--- config.mk ---
export PLATFORM = sky130hd
export DESIGN_NAME = lnfb_arith
export DESIGN_NICKNAME = d
export VERILOG_FILES = /design/src/sv/lnfb_pkg.sv /design/src/sv/lnfb_arith.sv
export SDC_FILE = /design/constraint.sdc
export NUM_CORES = 2
export LEC_CHECK = 0
export ABC_CLOCK_PERIOD_IN_PS = 29300
export BUFFER_PORTS_ARGS = -buffer_cell sky130_fd_sc_hd__buf_2
export CELL_PAD_IN_SITES_DETAIL_PLACEMENT = 1
export CELL_PAD_IN_SITES_GLOBAL_PLACEMENT = 2
export CORE_ASPECT_RATIO = 0.5
export CORE_UTILIZATION = 43
export DETAILED_ROUTE_END_ITERATION = 6
export PLACE_DENSITY = 0.86
export SYNTH_ARGS = -nofsm -noshare
export SYNTH_HDL_FRONTEND = slang
export SYNTH_SLANG_ARGS = --single-unit
--- constraint.sdc ---
create_clock -name clk -period 29.3 [get_ports clk]
set_input_delay 2.93 -clock clk [delete_from_list [all_inputs] [get_ports clk]]
set_output_delay 2.93 -clock clk [all_outputs]
set_load 0.05 [all_outputs]
--- src/sv/lnfb_pkg.sv ---
// Shared types, constants and saturating helpers for the layer norm block.
`default_nettype none
package lnfb_pkg;

	localparam int LR_W = 25;
	localparam logic [LR_W-1:0] LR_RESET = 25'd167772;
	localparam logic signed [31:0] Q_ONE = 32'sd16777216;
	localparam logic [32:0] EPS_Q = 33'd17;
	localparam logic signed [63:0] WMAX = 64'sh3FFF_FFFF_FFFF_FFFF;
	localparam logic signed [63:0] HALF_NEG = -64'sd8388608;
	localparam logic signed [63:0] TWO_P48 = 64'sh0001_0000_0000_0000;

	typedef enum logic [1:0] {
		OP_MUL,
		OP_DIV,
		OP_SQRT
	} lnfb_op_t;

	typedef struct packed {
		logic start;
		lnfb_op_t op;
		logic signed [63:0] a;
		logic signed [63:0] b;
	} lnfb_ar_req_t;

	typedef struct packed {
		logic done;
		logic signed [63:0] res;
	} lnfb_ar_rsp_t;

	typedef enum logic [5:0] {
		ST_IDLE,
		F_SUM_RD, F_SUM_ACC, F_MEAN, F_SQ_RD, F_SQ_MUL, F_VAR,
		ST_STD,
		F_OUT_RD, F_NORM, F_SCALE, F_EMIT,
		B_INV, B_P1, B_P2,
		B_A_RD, B_A_DXH, B_A_T1, B_A_T2, B_A_T3, B_A_G1, B_A_G2,
		B_DM0, B_DM1,
		B_B_RD, B_B_DXH, B_B_M,
		B_DMN,
		B_C_RD, B_C_DXH, B_C_V0, B_C_V1, B_C_V2, B_C_EMIT,
		B_UB1, B_UB2, B_UG1, B_UG2
	} lnfb_state_t;

	function automatic logic signed [63:0] clampw(input logic signed [63:0] v);
		if (v > WMAX) begin
			return WMAX;
		end else if (v < -WMAX) begin
			return -WMAX;
		end
		return v;
	endfunction

	function automatic logic signed [63:0] addw(input logic signed [63:0] a,
			input logic signed [63:0] b);
		logic signed [63:0] s;
		s = clampw(a) + clampw(b);
		return clampw(s);
	endfunction

	function automatic logic signed [31:0] sat32(input logic signed [63:0] v);
		if (v > 64'sd2147483647) begin
			return 32'sh7FFF_FFFF;
		end else if (v < -64'sd2147483648) begin
			return 32'sh8000_0000;
		end
		return v[31:0];
	endfunction

endpackage
`default_nettype wire

--- src/sv/lnfb_arith.sv ---
// Shared multi-cycle unit: Q.24 saturating multiply, signed divide, integer square root.
`default_nettype none
module lnfb_arith import lnfb_pkg::*; (
	input  logic         clk,
	input  logic         arst_n,
	input  lnfb_ar_req_t req,
	output lnfb_ar_rsp_t rsp
);

	localparam logic [5:0] MUL_LAST = 6'd3;
	localparam logic [5:0] DIV_LAST = 6'd63;
	localparam logic [5:0] SQRT_LAST = 6'd31;

	logic busy_q, fin_q, done_q, neg_q;
	lnfb_op_t op_q;
	logic [5:0] cnt_q;
	logic [63:0] x_q, y_q;
	logic [64:0] z_q;
	logic [123:0] acc_q;
	logic signed [63:0] res_q;

	logic signed [63:0] ca, cb, aa, ab;
	logic [30:0] pa, pb;
	logic [61:0] pp;
	logic [6:0] sh;
	logic [123:0] acc_d;
	logic [64:0] rsh;
	logic ge;
	logic [63:0] st;
	logic sge;
	logic [63:0] mag;
	logic signed [63:0] fin_val;
	logic [5:0] last_cnt;
	logic step;

	always_comb begin
		ca = clampw(req.a);
		cb = clampw(req.b);
		if (req.op == OP_MUL) begin
			aa = ca[63] ? -ca : ca;
			ab = cb[63] ? -cb : cb;
		end else begin
			aa = req.a[63] ? -req.a : req.a;
			ab = req.b[63] ? -req.b : req.b;
		end
		pa = cnt_q[1] ? x_q[61:31] : x_q[30:0];
		pb = cnt_q[0] ? y_q[61:31] : y_q[30:0];
		pp = pa * pb;
		sh = (cnt_q[1] & cnt_q[0]) ? 7'd62 : ((cnt_q[1] | cnt_q[0]) ? 7'd31 : 7'd0);
		acc_d = acc_q + ({62'd0, pp} << sh);
		rsh = {z_q[63:0], x_q[63]};
		ge = rsh >= {1'b0, y_q};
		st = x_q + y_q;
		sge = z_q[63:0] >= st;
		mag = (|acc_q[123:86]) ? WMAX : {2'b00, acc_q[85:24]};
		case (op_q)
			OP_MUL:  fin_val = neg_q ? -$signed(mag) : $signed(mag);
			OP_DIV:  fin_val = neg_q ? -$signed(x_q) : $signed(x_q);
			OP_SQRT: fin_val = $signed(x_q);
			default: fin_val = '0;
		endcase
		case (op_q)
			OP_MUL:  last_cnt = MUL_LAST;
			OP_DIV:  last_cnt = DIV_LAST;
			default: last_cnt = SQRT_LAST;
		endcase
		step = busy_q && !fin_q;
	end

	always_ff @(posedge clk or negedge arst_n) begin
		if (!arst_n) begin
			busy_q <= 1'b0;
			fin_q <= 1'b0;
			done_q <= 1'b0;
			cnt_q <= '0;
		end else begin
			done_q <= 1'b0;
			if (req.start) begin
				busy_q <= 1'b1;
				fin_q <= 1'b0;
				cnt_q <= '0;
			end else if (step) begin
				cnt_q <= cnt_q + 6'd1;
				if (cnt_q == last_cnt) begin
					fin_q <= 1'b1;
				end
			end else if (fin_q) begin
				fin_q <= 1'b0;
				busy_q <= 1'b0;
				done_q <= 1'b1;
			end
		end
	end

	always_ff @(posedge clk) begin
		if (req.start) begin
			op_q <= req.op;
			case (req.op)
				OP_MUL: begin
					neg_q <= ca[63] ^ cb[63];
					x_q <= aa;
					y_q <= ab;
					acc_q <= '0;
				end
				OP_DIV: begin
					neg_q <= req.a[63] ^ req.b[63];
					x_q <= aa;
					y_q <= ab;
					z_q <= '0;
				end
				default: begin
					neg_q <= 1'b0;
					x_q <= '0;
					y_q <= 64'h4000_0000_0000_0000;
					z_q <= {1'b0, req.a};
				end
			endcase
		end else if (step) begin
			case (op_q)
				OP_MUL: acc_q <= acc_d;
				OP_DIV: begin
					if (ge) begin
						z_q <= rsh - {1'b0, y_q};
						x_q <= {x_q[62:0], 1'b1};
					end else begin
						z_q <= rsh;
						x_q <= {x_q[62:0], 1'b0};
					end
				end
				default: begin
					if (sge) begin
						z_q <= {1'b0, z_q[63:0] - st};
						x_q <= (x_q >> 1) + y_q;
					end else begin
						x_q <= x_q >> 1;
					end
					y_q <= y_q >> 2;
				end
			endcase
		end else if (fin_q) begin
			res_q <= fin_val;
		end
	end

	assign rsp.done = done_q;
	assign rsp.res = res_q;

endmodule
`default_nettype wire

# Word-level counts from Yosys, hierarchy flattened
# Index checks and enable logic that the tools add are counted.
[classes] add_sub_neg=12 n_mul=1 order_cmp=6 eq_ne=10 shift=1 n_mux=57 bitwise_logic=6 reduce_logical=17
[op_table] op="two-way mux 64 bit" count=26
[op_table] op="two-way mux 124 bit" count=4
[op_table] op="one-hot mux 64 bit (2 select lines)" count=3
[op_table] op="negation 64 bit" count=5
[op_table] op="one-hot mux 64 bit (3 select lines)" count=1
[op_table] op="greater-than comparator 64 x 63 -> 1 bit (second input constant)" count=2
[op_table] op="< comparator 64 x 63 -> 1 bit (second input constant)" count=2
[op_table] op="subtractor 64 bit" count=2
[op_table] op="adder 124 bit" count=1
[op_table] op="<< shifter 62 x 6 -> 124 bit" count=1
[op_table] op=">= comparator 65 x 64 -> 1 bit" count=1
[op_table] op="adder 63 x 64 -> 64 bit" count=1
[op_table] op="adder 64 bit" count=1
[op_table] op=">= comparator 64 bit" count=1
[op_table] op="negation 62 -> 64 bit" count=1
[op_table] op="multiplier 31 x 31 -> 62 bit" count=1
[op_table] op="two-way mux 31 bit" count=2
[op_table] op="two-way mux 62 bit" count=1
[op_table] op="OR reduction 38 bit" count=1
[op_table] op="two-way mux 6 bit" count=3
[op_table] op="two-way mux 1 bit" count=14
[op_table] op="one-hot mux 6 bit (2 select lines)" count=1
[op_table] op="adder 6 x 1 -> 6 bit (second input constant)" count=1
[op_table] op="equality test 6 bit" count=1
[op_table] op="other kinds (20)" count=33
[totals] reg_bits=392 inputBits=133 elab_cells=121

# Logic depth before layout (Yosys ltp)
[depth] ltp_word=9 ltp_mapped=47

# Least setup slack after synthesis
# OpenSTA, ideal clock, no wires.
[synth_path] path_kind="reg2reg" from="register cnt_q[0]" to="register acc_q[115] (data pin)" setup_time_ps=260 t_arrival_ps=11667 slack_ps=17373 stages_incl_launch_ff=45 n_path_buf=5 period_less_slack_ps=11927 cell_sequence="dfrtp_1 -> clkbuf_1 -> clkbuf_1 -> buf_1 -> o21ai_1 -> clkbuf_1 -> nand2_1 -> fa_1 -> inv_1 -> fa_1 -> fa_1 -> inv_1 -> fa_1 -> inv_1 -> fa_1 -> ha_1 -> fa_1 -> inv_1 -> (+9 left out) -> o21a_1 -> o21ai_0 -> xnor2_1 -> mux4_2 -> o2bb2ai_1 -> ha_1 -> clkbuf_1 -> nand4_1 -> nor4_1 -> nand4_1 -> nor4b_1 -> nand3_1 -> o31ai_1 -> o21ai_1 -> o31ai_1 -> a21boi_1 -> o21ai_0 -> mux2_2"
[synth_via] elab_chain_len=8 word_cells_on_any_way=11
[synth_rtl] item="from (decl)" line_no="lnfb_arith.sv:16" source="logic [5:0] cnt_q;"
[synth_rtl] item="from (signal assigned)" line_no="lnfb_arith.sv:83" source="cnt_q <= cnt_q + 6'd1;"
[synth_rtl] item="branches (longest 3 deep; another with multiplier 31 x 31 -> 62 bit)"
[synth_rtl] item="<< shifter 62 x 6 -> 124 bit *" line_no="lnfb_arith.sv:50" source="acc_d = acc_q + ({62'd0, pp} << sh);"
[synth_rtl] item="adder 124 bit *" line_no="lnfb_arith.sv:50"
[synth_rtl] item="two-way mux 124 bit *" line_no="lnfb_arith.sv:119" source="case (op_q)"
[synth_rtl] item="two-way mux 124 bit *" line_no="lnfb_arith.sv:118" source="end else if (step) begin"
[synth_rtl] item="two-way mux 124 bit *" line_no="lnfb_arith.sv:96" source="if (req.start) begin"
[synth_rtl] item="to (signal assigned)" line_no="lnfb_arith.sv:103" source="acc_q <= '0;"
[synth_rtl] item="to (signal assigned)" line_no="lnfb_arith.sv:120" source="OP_MUL: acc_q <= acc_d;"
[synth_rtl] item="to (decl)" line_no="lnfb_arith.sv:19" source="logic [123:0] acc_q;"
# Mark *: on every way between the ends. The select of a mux whose other input is x is not followed.
# A chain may end at the register's enable or synchronous reset.

# Worst setup path after layout
[layout_path] from="register cnt_q[1]" to="register acc_q[115] (data pin)"
[layout_via] elab_chain_len=8 word_cells_on_any_way=11
[layout_rtl] item="branches (longest 3 deep; another with multiplier 31 x 31 -> 62 bit)"
[layout_rtl] item="<< shifter 62 x 6 -> 124 bit *" line_no="lnfb_arith.sv:50"
[layout_rtl] item="adder 124 bit *" line_no="lnfb_arith.sv:50"
[layout_rtl] item="two-way mux 124 bit *" line_no="lnfb_arith.sv:119"
[layout_rtl] item="two-way mux 124 bit *" line_no="lnfb_arith.sv:118"
[layout_rtl] item="two-way mux 124 bit *" line_no="lnfb_arith.sv:96"
# Marks and branches as above.

==> flow_metrics.py <==
metrics = {
    "outcome": {
        "status": "finished with violations",
        "violations": "max-capacitance violations",
    },
    "sta": {
        "fmax_mhz": 65.0,
        "tightest_slew_ps": 1470,
        "fin_crit_sh_pct": 52.5,
        "hold_violations": 0,
        "slew_violations": 0,
        "finalSetupTns_ps": 0,
        "slew_headroom_pct": 1.26,
        "rsz0062_at_grt": "false",
        "finalCriticalPeriod_ps": 15380,
        "fin_worst_skew_ps": 46.5,
        "setup_viol": 0,
    },
    "yosys": {
        "synth_cells": 11000,
        "synth_area_leaders": "fa_1 (20%), edfxtp_1 (13%), ha_1 (9.4%)",
        "ys_ff_latch": 392,
        "synth_nets": 12700,
        "post_synth_num_cell_types": 112,
        "synth_top_area_share_pct": 19.7,
        "synth_edf_count": 383,
        "avgSynthCellArea_sq_um": 7.75,
        "syn_area_sq_um": 85600,
        "async_flop_share_pct": 2.30,
        "synth_largest_area_cell": "fa_1",
        "seq_area_frac_synth_pct": 13.7,
        "synth_ff_type": "edfxtp_1",
        "yosysWarnings": 0,
    },
    "layout": {
        "layout_commonest_cell": "nor2_1",
        "fin_area_sq_um": 91300,
        "synthToLayoutAreaGrowth_pct": 6.71,
        "nets": 12400,
        "layout_common_cells": "nor2_1 (1254), inv_1 (1139), nand2_1 (1121)",
        "nFillCells": 24100,
        "drive_gt1_share_pct": 7.06,
    },
    "grt": {
        "globalRouteOverflowTotal": 0,
        "grt_max_degree": 122,
        "grtUsageTotal_pct": 42.7,
        "grt_pass1_vias": 89500,
        "antenna_found_initial": 43,
        "grt_pass1_wl_um": 631000,
    },
    "drt": {
        "drtIter0Drc": 11000,
        "wl_um": 440000,
        "vias": 90000,
        "drc": 0,
        "via_per_inst": 6.65,
        "dr.pass1.iters": 6,
        "ant_nets": 0,
        "wl_per_cell_um": 32.5,
    },
    "cts": {
        "clock_latency_ps": 750,
        "cts_resized": 0,
        "cts_tree": "built",
        "clkTransAtPathRegs_ps": 70,
        "clock_tree.root_cell": "clkbuf_16",
        "cts_setup_buffers": 0,
        "clock-sinks": 392,
        "cts_buffers": 49,
        "cts-htree-levels": 2,
        "hold_buffers": 0,
        "clk_path_buf_depth": 3,
    },
    "place": {
        "dp_hpwl_um": 343000,
        "place_area_sq_um": 89500,
        "portBuffers": 197,
        "place_congestion": 1.08,
    },
    "setup_path": {
        "crit_path_frequent_cell": "fa_1",
        "cp.required_ps": 29770,
        "crit_arrival_ps": 15860,
        "critPathTopFamily": "compound AO/OA/AOI/OAI gates",
        "cp-end-kind": "flip-flop",
        "cp_max_fo": 37,
        "cp_slowest_cell": "a221oi_1",
        "slowest_delay_ps": 960,
        "worstSetupPathType": "flip-flop to flip-flop",
        "setup.worst_path.start_class": "flip-flop",
        "critPathBufInv": 4,
    },
    "floorplanning": {
        "core_area_sq_um": 197000,
        "io-pin-count": 198,
        "initial_utilization_pct": 43.4,
        "rows": 115,
        "die_y_um": 317,
        "design.die.area_sq_um": 201000,
        "die_w_um": 633,
    },
    "min_path": {
        "hold_class": "flip-flop to flip-flop",
    },
    "job": {
        "drv_cap": 1,
    },
}
==> layer usage <==
layer  global-route usage (%)  share of wire [%]  wire (um)
met1                     57.2                 40     177000
met2                     61.1                 41     178000
met3                     13.0                 12      54600
met4                     23.9                6.6      29200
met5                        0              0.052        228
==> metrics by stage <==
step / worst slack (ps) / hold slack [ps] / cells / util (%)
4_1_cts: 14280 / 582 / 13500 / 46.3
2_1_floorplan: 17370 / 538 / 11000 / -
6_report: 13920 / 583 / 13500 / 46.3
3_3_place_gp: 14600 / 559 / 13400 / 45.4
3_5_place_dp: 14420 / 572 / 13400 / 45.4
5_1_grt: 13600 / 620 / 13500 / 46.3
==> cell type report <==
class | count | area, sq um | share of cell area (%)
Tap cell | 2632 | 3290 | 3.61
Clock buffer | 58 | 1350 | 1.48
Antenna cell | 27 | 67.6 | 0.0740
Multi-Input combinational cell | 8782 | 67200 | 73.6
Timing Repair Buffer | 457 | 2960 | 3.25
Inverter | 1147 | 4310 | 4.71
Sequential cell | 392 | 11700 | 12.8
Clock inverter | 34 | 385 | 0.422
==> logic make-up (layout without fill, tap and decap cells) <==
| family | Yosys count | count (layout) | share of synthesized area (%) |
|---|---|---|---|
| flops | 392 | 392 | 13.7 |
| compound gates | 3027 | 3027 | 22.6 |
| buf+inv | 1861 | 1696 | 8.22 |
| fa+ha+maj | 1486 | 1486 | 29.1 |
| xor+xnor | 501 | 501 | 5.13 |
| simple gates | 3592 | 3592 | 19.1 |
| other cells | 0 | 27 | 0 |
| mux | 176 | 176 | 2.16 |
==> cell usage after synthesis, types with 35 or more instances <==
cell,number
a211oi_1,75
a21boi_0,39
a21o_1,250
a21oi_1,855
a221o_1,35
a221oi_1,59
a22oi_1,57
a31oi_1,116
and2_1,68
and3_1,88
buf_1,41
clkbuf_1,649
edfxtp_1,383
fa_1,842
ha_1,640
inv_1,1140
mux2_2,40
mux2i_1,133
nand2_1,1128
nand2b_1,79
nand3_1,180
nand4_1,163
nor2_1,1262
nor2b_1,73
nor3_1,225
nor4_1,77
o211ai_1,65
o21a_1,64
o21ai_0,662
o21ai_1,38
o21bai_1,105
o221ai_1,53
o22ai_1,121
o31ai_1,87
or3_1,75
or4_1,38
xnor2_1,318
xor2_1,183
==> worst paths after layout <==
kind	cells after the start	to	start	slack, ps
worst min-delay path	2	cnt_q[5]	cnt_q[5]	580
min in group asynchronous	1	busy_q	arst_n	2090
worst min register to register	2	cnt_q[5]	cnt_q[5]	580
max in group asynchronous	1	cnt_q[1]	arst_n	26940
worst max-delay path	37	acc_q[115]	cnt_q[1]	13920
worst max register to register	37	acc_q[115]	cnt_q[1]	13920
==> state kept, by name (all words and copies together), names as in the netlist <==
name    flops
acc_q     124
busy_q      1
cnt_q       6
done_q      1
fin_q       1
neg_q       1
op_q        2
res_q      64
x_q        64
y_q        64
z_q        64
==> worst register-to-register path: cells and delay by family (launching register included) <==
family	cells	cell delay, ps
flip-flops	1	800
AO/OA/AOI/OAI	14	5580
AND/OR/NAND/NOR	7	1950
multiplexers	2	590
adder cells (fa/ha/maj)	10	5150
buffers and inverters	4	1060
Power is not shown: default switching activity piles up to over one toggle a cycle in this logic, so the estimate is an artifact.
